--- config.mk ---
export PLATFORM = sky130hd
export DESIGN_NAME = mlpsf_controller
export DESIGN_NICKNAME = d
export VERILOG_FILES = /design/src/rtl/mlpsf_pkg.sv /design/src/rtl/mlpsf_controller.sv
export SDC_FILE = /design/constraint.sdc
export NUM_CORES = 1
export LEC_CHECK = 0
export ABC_CLOCK_PERIOD_IN_PS = 3400
export BUFFER_PORTS_ARGS = -buffer_cell sky130_fd_sc_hd__buf_2
export CORE_ASPECT_RATIO = 1.1
export CORE_MARGIN = 4
export CORE_UTILIZATION = 55
export CTS_BUF_LIST = sky130_fd_sc_hd__clkbuf_4 sky130_fd_sc_hd__clkbuf_8
export DETAILED_ROUTE_END_ITERATION = 16
export GPL_TIMING_DRIVEN = 0
export PLACE_DENSITY_LB_ADDON = 0.05
export SYNTH_ARGS = -nofsm -noshare
export SYNTH_HDL_FRONTEND = slang
export SYNTH_SLANG_ARGS = --single-unit
--- constraint.sdc ---
create_clock -name clock -period 3.4 [get_ports clock]
set_clock_uncertainty 0.1 [all_clocks]
set_input_delay 0.51 -clock clock [delete_from_list [all_inputs] [get_ports clock]]
set_output_delay 0.51 -clock clock [all_outputs]
set_load 0.03 [all_outputs]
--- src/rtl/mlpsf_pkg.sv ---
// Shared types, constants and the sigmoid table builder for the MLP forward unit.
package mlpsf_pkg;

   localparam int ACT_W        = 16;   // Q4.12 activation / weight
   localparam int OUT_W        = 13;   // sigmoid output, 0..4096
   localparam int ROM_DEPTH    = 1024;
   localparam int ROM_AW       = 10;
   localparam int PROD_W       = 32;
   localparam int ACC_W        = 36;   // 17 terms of up to 2^30 each
   localparam int IDX_W        = 6;    // node / link index, wide enough for 64 nodes
   localparam int LAYER_W      = 2;    // at most four layers are addressable
   localparam int SIZE_W       = 5;
   localparam int LCNT_W       = 3;
   localparam int SIZE_REGS    = 4;
   localparam int DRAIN_CYCLES = 6;    // issue to layer-buffer write
   localparam int DRAIN_W      = 3;

   typedef enum logic [2:0] {
      REG_LAYER_COUNT = 3'd0,
      REG_SIZE_LAYER0 = 3'd1,
      REG_SIZE_LAYER1 = 3'd2,
      REG_SIZE_LAYER2 = 3'd3,
      REG_SIZE_LAYER3 = 3'd4
   } csr_index_type;

   typedef enum logic {
      CMD_WEIGHT = 1'b0,
      CMD_ACT    = 1'b1
   } cmd_type;

   typedef logic [ROM_DEPTH-1:0][OUT_W-1:0] rom_type;

   // clamped configuration seen by the controller
   typedef struct packed {
      logic [LCNT_W-1:0]                 layers;
      logic [SIZE_REGS-1:0][SIZE_W-1:0]  size;
   } cfg_type;

   // controller to datapath, one per cycle
   typedef struct packed {
      logic               issue;      // MAC step this cycle
      logic               bias;       // step adds the node bias
      logic               first;      // first link of a node
      logic [LAYER_W-1:0] layer;      // layer being computed / last layer on emit
      logic [IDX_W-1:0]   k;          // incoming link
      logic [IDX_W-1:0]   node;       // node being computed / emitted
      logic               emit;       // send one result item
      logic               emit_last;
   } dp_cmd_type;

   // shift-subtract divide, elaboration only
   function automatic logic [63:0] udiv(input logic [63:0] num, input logic [63:0] den);
      logic [64:0] rem;
      logic [63:0] quo;
      rem = '0;
      quo = '0;
      for (int i = 63; i >= 0; i--) begin
         rem = {rem[63:0], num[i]};
         if (rem >= {1'b0, den}) begin
            rem    = rem - {1'b0, den};
            quo[i] = 1'b1;
         end
      end
      return quo;
   endfunction

   function automatic logic [63:0] mul_q62(input logic [63:0] a, input logic [63:0] b);
      logic [127:0] prod;
      prod = {64'd0, a} * {64'd0, b};
      return prod[125:62];
   endfunction

   // entry i = round(4096 * sigmoid(-8 + (i + 0.5) / 64)), exact integer build
   function automatic rom_type build_sig_rom();
      logic [63:0] term;
      logic [63:0] q;
      logic [63:0] p;
      logic [63:0] p40;
      logic [63:0] den;
      rom_type     rom;
      term = 64'd1 << 62;
      q    = term;
      p    = term;
      rom  = '0;
      for (int n = 1; n <= 15; n++) begin
         term = udiv(term, 64'(128 * n));
         if ((n % 2) == 1) q = q - term;
         else              q = q + term;
      end
      for (int k = 1; k < ROM_DEPTH; k++) begin
         p = mul_q62(p, q);
         if ((k % 2) == 1) begin
            p40 = p >> 22;
            den = (64'd1 << 40) + p40;
            rom[(k + 1023) / 2] = OUT_W'(udiv((64'd1 << 53) + den, den << 1));
            rom[(1023 - k) / 2] = OUT_W'(udiv((p40 << 13) + den, den << 1));
         end
      end
      return rom;
   endfunction

endpackage

--- src/rtl/mlpsf_controller.sv ---
// Sequencer for the forward pass: link, node and layer counters and result emission.
module mlpsf_controller #(
   parameter int MAX_WIDTH    = 16,
   parameter int WEIGHT_DEPTH = 1024
) (
   input  logic                        clock,
   input  logic                        reset,
   input  logic                        start_pass,
   input  mlpsf_pkg::cfg_type          cfg,
   output mlpsf_pkg::dp_cmd_type       cmd,
   output logic [$clog2(WEIGHT_DEPTH)-1:0] rd_addr,
   output logic                        busy
);
   import mlpsf_pkg::*;

   localparam int AW = $clog2(WEIGHT_DEPTH);
   localparam int KW = (MAX_WIDTH > 1) ? $clog2(MAX_WIDTH) : 1;

   typedef enum logic [3:0] {
      ST_IDLE  = 4'b0001,
      ST_RUN   = 4'b0010,
      ST_DRAIN = 4'b0100,
      ST_EMIT  = 4'b1000
   } state_type;

   state_type          state_ff, state_in;
   logic [LAYER_W-1:0] layer_ff, layer_in;
   logic [KW-1:0]      node_ff, node_in;
   logic [KW-1:0]      k_ff, k_in;
   logic               bias_ff, bias_in;
   logic [AW-1:0]      addr_ff, addr_in;
   logic [DRAIN_W-1:0] drain_ff, drain_in;

   logic [SIZE_W-1:0]  n_prev;
   logic [SIZE_W-1:0]  n_cur;
   logic               k_end;
   logic               node_end;
   logic               layer_end;

   assign n_prev    = cfg.size[layer_ff - LAYER_W'(1)];
   assign n_cur     = cfg.size[layer_ff];
   assign k_end     = int'(k_ff) == int'(n_prev) - 1;
   assign node_end  = int'(node_ff) == int'(n_cur) - 1;
   assign layer_end = int'(layer_ff) == int'(cfg.layers) - 1;

   always_comb begin
      state_in      = state_ff;
      layer_in      = layer_ff;
      node_in       = node_ff;
      k_in          = k_ff;
      bias_in       = bias_ff;
      addr_in       = addr_ff;
      drain_in      = drain_ff;
      cmd           = '0;
      cmd.layer     = layer_ff;
      cmd.k         = IDX_W'(k_ff);
      cmd.node      = IDX_W'(node_ff);
      cmd.bias      = bias_ff;
      cmd.first     = !bias_ff && (k_ff == '0);
      cmd.emit_last = node_end;
      unique case (state_ff)
         ST_IDLE: begin
            if (start_pass) begin
               state_in = ST_RUN;
               layer_in = LAYER_W'(1);
               node_in  = '0;
               k_in     = '0;
               bias_in  = 1'b0;
               addr_in  = '0;
            end
         end
         ST_RUN: begin
            cmd.issue = 1'b1;
            addr_in   = addr_ff + AW'(1);
            if (!bias_ff) begin
               if (k_end) bias_in = 1'b1;
               else       k_in    = k_ff + KW'(1);
            end else begin
               bias_in = 1'b0;
               k_in    = '0;
               if (node_end) begin
                  node_in  = '0;
                  drain_in = '0;
                  state_in = ST_DRAIN;
               end else begin
                  node_in = node_ff + KW'(1);
               end
            end
         end
         ST_DRAIN: begin
            drain_in = drain_ff + DRAIN_W'(1);
            if (int'(drain_ff) == DRAIN_CYCLES - 1) begin
               if (layer_end) begin
                  state_in = ST_EMIT;
               end else begin
                  layer_in = layer_ff + LAYER_W'(1);
                  state_in = ST_RUN;
               end
            end
         end
         ST_EMIT: begin
            cmd.emit = 1'b1;
            node_in  = node_ff + KW'(1);
            if (node_end) state_in = ST_IDLE;
         end
         default: state_in = ST_IDLE;
      endcase
   end

   always_ff @(posedge clock) begin
      if (reset) begin
         state_ff <= ST_IDLE;
         layer_ff <= LAYER_W'(1);
         node_ff  <= '0;
         k_ff     <= '0;
         bias_ff  <= 1'b0;
         addr_ff  <= '0;
         drain_ff <= '0;
      end else begin
         state_ff <= state_in;
         layer_ff <= layer_in;
         node_ff  <= node_in;
         k_ff     <= k_in;
         bias_ff  <= bias_in;
         addr_ff  <= addr_in;
         drain_ff <= drain_in;
      end
   end

   assign rd_addr = addr_ff;
   assign busy    = (state_ff != ST_IDLE);

endmodule

### Word-level counts from Yosys, hierarchy flattened

Cells that the tools add are included.

* bits in registers: 28
* logic and storage cells: 80

* equality and inequality tests: 16
* reduce and logical (&&, ||, !) cells: 13
* add/sub/neg operators: 9
* order comparisons: 2
* mux-type cells: 33

Operators by type and width (number)
* 2-to-1 mux 4 bit: 11
* binary-select mux 5 bit (select 2 bit): 2
* case mux 10 bit (2 select lines): 1
* case mux 4 bit (4 select lines): 1
* == test 5 x 6 -> 1 bit: 2
* != test 2 bit (second input constant): 6
* case mux 4 bit (3 select lines): 1
* subtractor 5 x 1 -> 6 bit (second input constant): 2
* adder 10 x 1 -> 10 bit (second input constant): 1
* 2-to-1 mux 10 bit: 1
* 2-to-1 mux 5 bit: 2
* AND reduction 3 bit: 3
* adder 4 x 1 -> 4 bit (second input constant): 2
* case mux 4 bit (2 select lines): 1
* less-than comparator 2 x 3 -> 1 bit (second input constant): 2
* 2-to-1 mux 2 bit: 3
* 2-to-1 mux 3 bit: 2
* case mux 3 bit (2 select lines): 1
* nonzero test 2 bit: 3
* 2-to-1 mux 1 bit: 5
* AND reduction 5 bit: 1
* == test 3 x 4 -> 1 bit: 1
* == test 4 x 1 -> 1 bit (second input constant): 1
* == test 4 x 2 -> 1 bit (second input constant): 1
* other kinds (17): 17

### Longest topological paths before layout

Gate-level depths: netlist of the first run.

* depth in word-level cells: 8
* depth in mapped cells: 11
* gate-level depth less buffers: 10

### Least setup slack after synthesis of the first run

Ideal clock, no wire load.

* path type: register to output
* from: reg layer_ff[0]
* to: out cmd[0] in the netlist's numbering
* required time: 2790 ps
* path slack: 465 ps
* buffers on the path: 2
* arrival time: 2325 ps
* cell stages (with the launch flop): 10
* cell sequence: dfxtp_1 > clkbuf_8 > mux4_1 > inv_1 > ha_1 > xnor2_1 > nor3_1 > nand3_1 > inv_2 > buf_4

* word-level cells in the longest chain between the ends: 4

RTL lines
* start: declaration: RTL line mlpsf_controller.sv:27 `logic [LAYER_W-1:0] layer_ff, layer_in;`
* start signal: assignment: RTL line mlpsf_controller.sv:121 `layer_ff <= layer_in;`
* binary-select mux 5 bit (select 2 bit): RTL line mlpsf_controller.sv:41 `assign n_cur = cfg.size[layer_ff];`
* 2-to-1 mux 5 bit (not written as such): RTL line mlpsf_controller.sv:41
* subtractor 5 x 1 -> 6 bit: RTL line mlpsf_controller.sv:43 `assign node_end = int'(node_ff) == int'(n_cur) - 1;`
* == test 5 x 6 -> 1 bit: RTL line mlpsf_controller.sv:43
* end: declaration: RTL line mlpsf_controller.sv:10 `output mlpsf_pkg::dp_cmd_type cmd,`

Every way passes these cells. The select of a mux whose other input is x is not followed.

### Worst setup path after layout of the first run

Same ends and word-level chain as after synthesis.

==> impl_metrics.toml, run 1 <==
[yosys]
yosysSeqAreaShare = 0.263
synthesis.instances = 233
synth_top_flop_cell = "sky130_fd_sc_hd__dfxtp_1"
ys_warn_count = 0
synth-seq-cells = 28
number_of_flops_mapped_to_enable_cells_by_yosys = 0
post_synth.cell_area_avg_um2 = 9.15
share_of_synthesized_flip_flops_with_an_asynchronous_set_or_reset = 0
mappedNetlistArea_um2 = 2130
netlist-cell-type-count = 61

[sta]
final_period_minus_worst_setup_slack_ns = 3.20
grt_setup_unrepaired = "no"
final_hold_viol_count = 0
max_clock_freq_mhz = 312
setup-violations-final = 0
tns_ns = 0
finalCritPeriodShare = 0.942
slew-limit-headroom = 0.411
max_slew.worst_pin.slew_ns = 0.871
slew_violations = 0

[layout]
mostFrequentLayoutCell = "sky130_fd_sc_hd__buf_2"
nets = 327
drive_above_1_share = 0.289
postLayoutCoreUtil = 0.685
areaGrowthSynthToFinish_pct = 18.4
antennaDiodeCount = 0
instances_no_fill = 341
layout_common_cells = "sky130_fd_sc_hd__buf_2 (53), sky130_fd_sc_hd__dfxtp_1 (28), sky130_fd_sc_hd__nor2_1 (16), sky130_fd_sc_hd__inv_1 (15), sky130_fd_sc_hd__nand2_1 (15)"

[clock_tree]
clk_pin_slew_worst_paths_ns = 0.10
htree_num_levels = 1
clock_path_buffers = 2
cts_root_buffer = "sky130_fd_sc_hd__clkbuf_8"
clkLatencyLatePin_ns = 0.28
number_of_post_cts_setup_repair_buffers = 0
clkSinkCount = 28
tritoncts = "built"
cts_buffers = 3

[power_and_ir_drop]
leakage_power_nw = 1.12
power.density_nw_per_um2 = 311
irDropWorstVdd_mv = 0.151

[placed_design]
post-place-cells = 337
place.port_buffers = 51
hpwlAfterDp_um = 3770
gp_congestion = 0.852

[setup_path]
crit_path_max_fanout = 7
cp_data_arrival_time_ns = 2.59
critPathCaptureType = "output port"
worst-setup-path-type = "flip-flop to output port"
cp-start-kind = "flip-flop"
cp.required_ns = 2.79

[detailed_routing]
total_via_count_after_detailed_routing = 1938
drt.antenna.violating_nets = 0
drc = 0
drt_pre_antenna_iters = 4
route.detailed.wl_per_inst_um = 14.1
drt_iter0_drc = 104
routed_via_density = 5.68
drt_wl_total_um = 4820

[min_path]
hp-class = "flip-flop to flip-flop"

[floorplan]
die_area_um2 = 4940
floorplan.initialDensity = 0.578
pin_count = 56
die_x_um = 67.3
floorplan.core_area_um2 = 3680
die_h_um = 73.3
row_count = 23

[status]
status = "finished, final reports clean"

[grt]
track_usage = 0.201
antenna_violations_before_repair = 0
first_global_vias = 1784
largest_net_degree_at_the_start_of_global_routing = 17
grt_remaining_overflow = 0
grt_first_pass_wirelength_um = 7800

[job]
drv_cap = 0
## layout make-up
class,count,area [µm²]
repair buffers,51,255
multi-input cells,176,1390
well taps,50,62.6
clock inverters,1,30.0
inverters,17,68.8
clock buffers,3,41.3
fillers,358,1160
plain buffers,15,113
flip-flops and latches,28,561
## timing repair
item	CTS	global route
hold buffers	0	0
gates resized for setup	0	2
setup endpoints to repair	0	1
## worst max-delay path, cell delays in order (launching register included)
cell	delay (ns)
sky130_fd_sc_hd__dfxtp_1	0.35
sky130_fd_sc_hd__clkbuf_8	0.17
sky130_fd_sc_hd__mux4_2	0.56
sky130_fd_sc_hd__inv_1	0.08
sky130_fd_sc_hd__ha_1	0.20
sky130_fd_sc_hd__xnor2_1	0.15
sky130_fd_sc_hd__xnor2_1	0.08
sky130_fd_sc_hd__nor3_1	0.13
sky130_fd_sc_hd__nand3_1	0.14
sky130_fd_sc_hd__inv_2	0.15
sky130_fd_sc_hd__buf_4	0.11
sky130_fd_sc_hd__buf_2	0.19
## state kept, by name (all words and copies together) (netlist names)
name / cells
k_ff: 4
layer_ff: 2
drain_ff: 3
node_ff: 4
rd_addr: 10
state_ff: 4
bias_ff: 1
## synth_stat cells (2+ instances only)
| master | instances | area (µm²) |
|---|---|---|
| sky130_fd_sc_hd__nor2_1 | 16 | 60.1 |
| sky130_fd_sc_hd__nor3_1 | 6 | 30.0 |
| sky130_fd_sc_hd__a211oi_1 | 2 | 15.0 |
| sky130_fd_sc_hd__o211ai_1 | 2 | 15.0 |
| sky130_fd_sc_hd__or3_1 | 5 | 31.3 |
| sky130_fd_sc_hd__a311oi_1 | 2 | 17.5 |
| sky130_fd_sc_hd__or4b_1 | 2 | 20.0 |
| sky130_fd_sc_hd__mux4_2 | 2 | 45.0 |
| sky130_fd_sc_hd__buf_4 | 7 | 52.6 |
| sky130_fd_sc_hd__dfxtp_1 | 28 | 561 |
| sky130_fd_sc_hd__o21a_1 | 3 | 22.5 |
| sky130_fd_sc_hd__o2bb2ai_1 | 2 | 17.5 |
| sky130_fd_sc_hd__mux2i_1 | 2 | 20.0 |
| sky130_fd_sc_hd__o21ai_0 | 9 | 45.0 |
| sky130_fd_sc_hd__xor2_1 | 5 | 43.8 |
| sky130_fd_sc_hd__a31oi_1 | 2 | 12.5 |
| sky130_fd_sc_hd__nand2_1 | 15 | 56.3 |
| sky130_fd_sc_hd__mux4_1 | 8 | 210 |
| sky130_fd_sc_hd__buf_2 | 2 | 10.0 |
| sky130_fd_sc_hd__inv_1 | 15 | 56.3 |
| sky130_fd_sc_hd__or3b_2 | 2 | 17.5 |
| sky130_fd_sc_hd__nand3_1 | 11 | 55.1 |
| sky130_fd_sc_hd__nor3_2 | 2 | 20.0 |
| sky130_fd_sc_hd__clkbuf_8 | 2 | 27.5 |
| sky130_fd_sc_hd__ha_1 | 9 | 113 |
| sky130_fd_sc_hd__nand3b_1 | 2 | 15.0 |
| sky130_fd_sc_hd__a32o_1 | 2 | 20.0 |
| sky130_fd_sc_hd__or2_2 | 2 | 12.5 |
| sky130_fd_sc_hd__nor4b_1 | 4 | 35.0 |
| sky130_fd_sc_hd__xnor2_1 | 12 | 105 |
| sky130_fd_sc_hd__and3_1 | 4 | 25.0 |
| sky130_fd_sc_hd__clkbuf_1 | 3 | 11.3 |
| sky130_fd_sc_hd__o21bai_1 | 3 | 22.5 |
| sky130_fd_sc_hd__a21oi_1 | 13 | 65.1 |
## cells by family after synthesis
logic type / after synthesis / synth area share
AO/OA/AOI/OAI: 54 / 0.185
XOR/XNOR: 17 / 0.0699
adder cells (fa/ha/maj): 9 / 0.0528
buffers and inverters: 32 / 0.0851
flip-flops: 28 / 0.263
multiplexers: 12 / 0.129
other: 1 / 0.00176
AND/OR/NAND/NOR: 80 / 0.213
## per-stage QoR
stage / setup WS, ns / hold WS [ns] / cell area [µm²] / total power [mW]
finish: 0.197 / 0.406 / 2520 / 0.785
global route: 0.0287 / 0.452 / 2520 / 0.825
CTS: 0.0907 / 0.404 / 2530 / 0.788
detailed placement: 0.333 / 0.388 / 2460 / 0.526
global placement: 0.350 / 0.382 / 2460 / 0.523
floorplan: 0.465 / 0.377 / 2140 / 0.478
## power breakdown
| group | switching, mW | leakage, nW | internal [mW] |
|---|---|---|---|
| sequential | 0.00765 | 0.226 | 0.334 |
| combinational | 0.104 | 0.855 | 0.0744 |
| clock | 0.107 | 0.0357 | 0.158 |
## worst paths after layout
check / start / endpoint / slack [ns] / depth (start not counted)
worst max-delay path: layer_ff[0] / cmd[0] / 0.20 / 11
worst min-delay path: rd_addr[8] / rd_addr[8] / 0.41 / 2
worst max register to register: layer_ff[1] / k_ff[2] / 0.52 / 10
worst min register to register: rd_addr[8] / rd_addr[8] / 0.41 / 2
## routing by layer
layer  global-route usage  routed length, µm  vias to the layer above
met5                    0                  0                        -
met4               0.0450                 31                        0
met3               0.0306                261                        5
met2                0.338               2310                       49
met1                0.271               2220                      914
li1                     -                  -                      970
Note: power is estimated with default switching activity, not from simulation.
==> run 2, diff against run 1 <==
--- a/config.mk
+++ b/config.mk
@@ -12,7 +12,8 @@
 export CORE_UTILIZATION = 55
 export CTS_BUF_LIST = sky130_fd_sc_hd__clkbuf_4 sky130_fd_sc_hd__clkbuf_8
+export CTS_CLUSTER_DIAMETER = 40
 export DETAILED_ROUTE_END_ITERATION = 16
 export GPL_TIMING_DRIVEN = 0
-export PLACE_DENSITY_LB_ADDON = 0.05
+export PLACE_DENSITY = 0.83
 export SYNTH_ARGS = -nofsm -noshare
 export SYNTH_HDL_FRONTEND = slang
--- a/constraint.sdc
+++ b/constraint.sdc
@@ -3,3 +3,3 @@
 set_input_delay 0.51 -clock clock [delete_from_list [all_inputs] [get_ports clock]]
 set_output_delay 0.51 -clock clock [all_outputs]
-set_load 0.03 [all_outputs]
+set_load 0.05 [all_outputs]
==> impl_metrics.toml, run 2 (synthesized netlist as in run 1, its figures left out) <==
[job]
drv_cap = 0

[sta]
max_slew.worst_pin.slew_ns = 0.850
tns_ns = 0
final_period_minus_worst_setup_slack_ns = 3.23
max_clock_freq_mhz = 310
setup-violations-final = 0
grt_setup_unrepaired = "no"
slew_violations = 0
slew-limit-headroom = 0.426
worst_hold_slack_ns = 0.396
finalCritPeriodShare = 0.950
final_hold_viol_count = 0

[setup_path]
r2r-start = "layer_ff[1]"
cp_cell_sequence = "clkbuf_8 > mux4_2 > inv_1 > ha_1 > xnor2_1 > xnor2_1 > nor3_1 > nand3_1 > inv_2 > buf_4 > clkbuf_4"
cp.buffers_inverters = 5
critical_path_s_largest_stage_delay_ns = 0.56
critPathCaptureType = "output port"
crit_slowest_cell = "sky130_fd_sc_hd__mux4_2"
timing_startpoint_of_the_critical_path = "layer_ff[0]"
crit_family = "buffers and inverters"
cp.required_ns = 2.79
worst-setup-path-type = "flip-flop to output port"
crit_path_max_fanout = 7
cp_data_arrival_time_ns = 2.62
critical-path-top-cell-by-count = "sky130_fd_sc_hd__xnor2_1"
cp-start-kind = "flip-flop"

[grt]
grt_remaining_overflow = 0
track_usage = 0.205
grt_first_pass_wirelength_um = 8020
first_global_vias = 1840
largest_net_degree_at_the_start_of_global_routing = 16
antenna_violations_before_repair = 0

[min_path]
hp-class = "flip-flop to flip-flop"
min_from = "rd_addr[8]"

[detailed_routing]
drt_wl_total_um = 4770
route.detailed.wl_per_inst_um = 13.9
routed_via_density = 5.75
drc = 0
drt_iter0_drc = 175
total_via_count_after_detailed_routing = 1973
drt_pre_antenna_iters = 4
drt.antenna.violating_nets = 0

[power_and_ir_drop]
irDropWorstVdd_mv = 0.169
total_power_mw = 0.743
power.density_nw_per_um2 = 294
leakage_power_nw = 1.12

[placed_design]
placedInstanceArea_um2 = 2460
place.port_buffers = 51
hpwlAfterDp_um = 3780
gp_congestion = 0.822

[layout]
nets = 329
post_route_design_area_um2 = 2520
largest_reg_flops = 10
layout_common_cells = "sky130_fd_sc_hd__buf_2 (52), sky130_fd_sc_hd__dfxtp_1 (28), sky130_fd_sc_hd__nor2_1 (16), sky130_fd_sc_hd__inv_1 (15), sky130_fd_sc_hd__nand2_1 (15)"
mostFrequentLayoutCell = "sky130_fd_sc_hd__buf_2"
drive_above_1_share = 0.294
areaGrowthSynthToFinish_pct = 18.5
postLayoutCoreUtil = 0.685
antennaDiodeCount = 0

[clock_tree]
clock_path_buffers = 2
tritoncts = "built"
cts_buffers = 3
clkSinkCount = 28
post_cts_hold_buffer_count = 0
clkLatencyLatePin_ns = 0.27
cts_root_buffer = "sky130_fd_sc_hd__clkbuf_8"
htree_num_levels = 1
clk_pin_slew_worst_paths_ns = 0.09

[floorplan]
die_h_um = 73.3
die_x_um = 67.3
row_count = 23
pin_count = 56
die_area_um2 = 4940
floorplan.core_area_um2 = 3680
floorplan.initialDensity = 0.578

[status]
status = "finished, final reports clean"
run 2: worst min-delay path, stage by stage (launching register included):
cell,delay [ns]
sky130_fd_sc_hd__dfxtp_1,0.34
sky130_fd_sc_hd__nand3_1,0.07
sky130_fd_sc_hd__a21oi_1,0.05
run 2: worst paths after layout:
kind              slack (ns)  depth (start not counted)          to
hold / removal          0.40                          2  rd_addr[8]
setup / recovery        0.17                         11      cmd[0]
hold reg to reg         0.40                          2  rd_addr[8]
setup reg to reg        0.51                         10     k_ff[2]
run 2: what timing repair did:
action                     CTS  global route
setup endpoints to repair    1             1
gates resized for setup      1             2
buffers inserted             0             2
pin swaps                    0             0
run 2: power breakdown:
part / internal (mW) / switching (mW) / total (mW)
sequential: 0.334 / 0.00767 / 0.341
clock: 0.104 / 0.101 / 0.205
combinational: 0.0760 / 0.121 / 0.197
total: 0.513 / 0.230 / 0.743
run 2: final cells by class:
| cell class | instances | area [µm²] |
|---|---|---|
| clock buffers | 4 | 55.1 |
| fillers | 334 | 1160 |
| repair buffers | 53 | 273 |
| multi-input cells | 176 | 1390 |
| flip-flops and latches | 28 | 561 |
| inverters | 17 | 68.8 |
| well taps | 50 | 62.6 |
| plain buffers | 15 | 113 |
run 2: metal layers:
layer  vias to the layer above  track usage  wire length, µm
met2                        58        0.384             2510
met1                       926        0.244             1950
met3                         4       0.0229              267
met5                         -            0                0
met4                         0       0.0541               43
li1                        985            -                -
run 2: through the flow:
| stage | worst slack, ns | std cells |
|---|---|---|
| floorplan | 0.255 | 236 |
| global placement | 0.254 | 337 |
| detailed placement | 0.213 | 337 |
| CTS | 0.0448 | 341 |
| global route | 0.0136 | 343 |
| finish | 0.170 | 343 |
==> run 3, diff against run 2 <==
- PLACE_DENSITY: 0.83 -> 0.93
==> impl_metrics.toml, run 3 (synthesized netlist as in run 1, its figures left out) <==
[setup_path]
cp_data_arrival_time_ns = 2.62
r2r_setup_slack_ns = 0.48
critPathCaptureType = "output port"
r2r-start = "layer_ff[1]"
timing.rr.end = "k_ff[2]"
cp_cell_sequence = "clkbuf_8 > mux4_2 > inv_1 > ha_1 > xnor2_1 > xnor2_1 > nor3_1 > nand3_1 > inv_2 > buf_4 > clkbuf_4"
timing_startpoint_of_the_critical_path = "layer_ff[0]"
crit_family = "buffers and inverters"
cp-start-kind = "flip-flop"
worst-setup-path-type = "flip-flop to output port"
crit_path_max_fanout = 7
cp.buffers_inverters = 5
timing.reg2reg.worst_path_depth = 10
critical_path_s_largest_stage_delay_ns = 0.57
cp.required_ns = 2.79
critical-path-top-cell-by-count = "sky130_fd_sc_hd__xnor2_1"
crit_slowest_cell = "sky130_fd_sc_hd__mux4_2"

[detailed_routing]
drt.antenna.violating_nets = 0
drt_wl_total_um = 5060
routed_via_density = 5.87
drt_iter0_drc = 183
total_via_count_after_detailed_routing = 2012
route.detailed.wl_per_inst_um = 14.7
drt_pre_antenna_iters = 4
drc = 0

[status]
status = "finished, final reports clean"

[min_path]
min_from = "rd_addr[5]"
hp-class = "flip-flop to flip-flop"
worstHoldPathCells = 1
worst_hold_path.endpoint = "rd_addr[5]"

[layout]
layout_common_cells = "sky130_fd_sc_hd__buf_2 (52), sky130_fd_sc_hd__dfxtp_1 (28), sky130_fd_sc_hd__nor2_1 (16), sky130_fd_sc_hd__inv_1 (15), sky130_fd_sc_hd__nand2_1 (15)"
drive_above_1_share = 0.294
final.fill_count = 325
areaGrowthSynthToFinish_pct = 19.3
mostFrequentLayoutCell = "sky130_fd_sc_hd__buf_2"
nets = 329
instances_no_fill = 343
postLayoutCoreUtil = 0.690
antennaDiodeCount = 0
largest_reg_flops = 10

[sta]
final_period_minus_worst_setup_slack_ns = 3.23
setup-violations-final = 0
finalCritPeriodShare = 0.950
tns_ns = 0
setup_ws_ns = 0.169
worst_hold_slack_ns = 0.403
slew-limit-headroom = 0.416
max_clock_freq_mhz = 310
final_hold_viol_count = 0
max_slew.worst_pin.slew_ns = 0.863
grt_setup_unrepaired = "no"
slew_violations = 0

[clock_tree]
clkLatencyLatePin_ns = 0.28
post_cts_hold_buffer_count = 0
cts_root_buffer = "sky130_fd_sc_hd__clkbuf_8"
tritoncts = "built"
clk_pin_slew_worst_paths_ns = 0.10
htree_num_levels = 1
cts_buffers = 3
clkSinkCount = 28
clock_path_buffers = 2

[grt]
first_global_vias = 1910
antenna_violations_before_repair = 0
largest_net_degree_at_the_start_of_global_routing = 17
grt_remaining_overflow = 0
track_usage = 0.214
grt_first_pass_wirelength_um = 8340

[floorplan]
floorplan.core_area_um2 = 3680
floorplan.initialDensity = 0.578
die_x_um = 67.3
die_h_um = 73.3
row_count = 23
pin_count = 56
die_area_um2 = 4940

[power_and_ir_drop]
power.density_nw_per_um2 = 319
irDropWorstVdd_mv = 0.162
leakage_power_nw = 1.13

[placed_design]
preCtsSetupSlack_ns = 0.230
post-place-cells = 337
gp_congestion = 0.840
place.port_buffers = 51
hpwlAfterDp_um = 3900

[job]
drv_cap = 0
[run 3: cell count changes in the layout (fill, tap and decap cells not counted), sizes merged]
cell	delta
clkbuf	-1
bufinv	+1
[run 3: worst max-delay path by stage]
stage | slack [ns] | cells after the start | to
3_5_place_dp | 0.23 | 11 | cmd[0]
5_1_grt | 0.02 | 11 | cmd[0]
2_1_floorplan | 0.26 | 10 | cmd[0]
6_report | 0.17 | 11 | cmd[0]
3_3_place_gp | 0.28 | 11 | cmd[0]
4_1_cts | 0.03 | 11 | cmd[0]
[run 3: power by group]
part           switching [mW]  leakage (nW)  total (mW)  internal [mW]
registers             0.00765         0.226       0.341          0.334
logic                   0.122         0.865       0.198         0.0755
clock network           0.114        0.0357       0.272          0.158
[run 3: worst reg2reg max path, delay by kind of cell, from the launching register on]
kind,cells,cell delay (ns)
mux,1,0.57
compound gates,3,0.56
buf+inv,3,0.32
flops,1,0.48
fa+ha+maj,1,0.21
simple gates,2,0.58
[run 3: layout make-up]
type                            count  area [µm²]  area share
Multi-Input combinational cell    176        1390       0.548
Sequential cell                    28         561       0.221
Timing Repair Buffer               53         273       0.107
Buffer                             15         113      0.0443
Inverter                           17        68.8      0.0271
Tap cell                           50        62.6      0.0246
Clock buffer                        3        41.3      0.0162
Clock inverter                      1        30.0      0.0118
[run 3: what timing repair did]
item | in CTS | in global routing
buffers inserted | 0 | 2
endpoints found under the setup margin | 1 | 1
gates resized for setup | 1 | 2
cloned | 0 | 0
[run 3: routing by layer]
metal	vias to the layer above	routed length, µm	track usage
li1	978	-	-
met1	951	1950	0.241
met2	74	2700	0.403
met3	9	315	0.0229
met4	0	93	0.0878
met5	-	0	0
[run 3: stage by stage]
stage	cell area (µm²)	power [mW]
CTS	2530	0.805
finish	2540	0.811
global route	2540	0.842
global placement	2460	0.537
detailed placement	2460	0.543
floorplan	2140	0.494
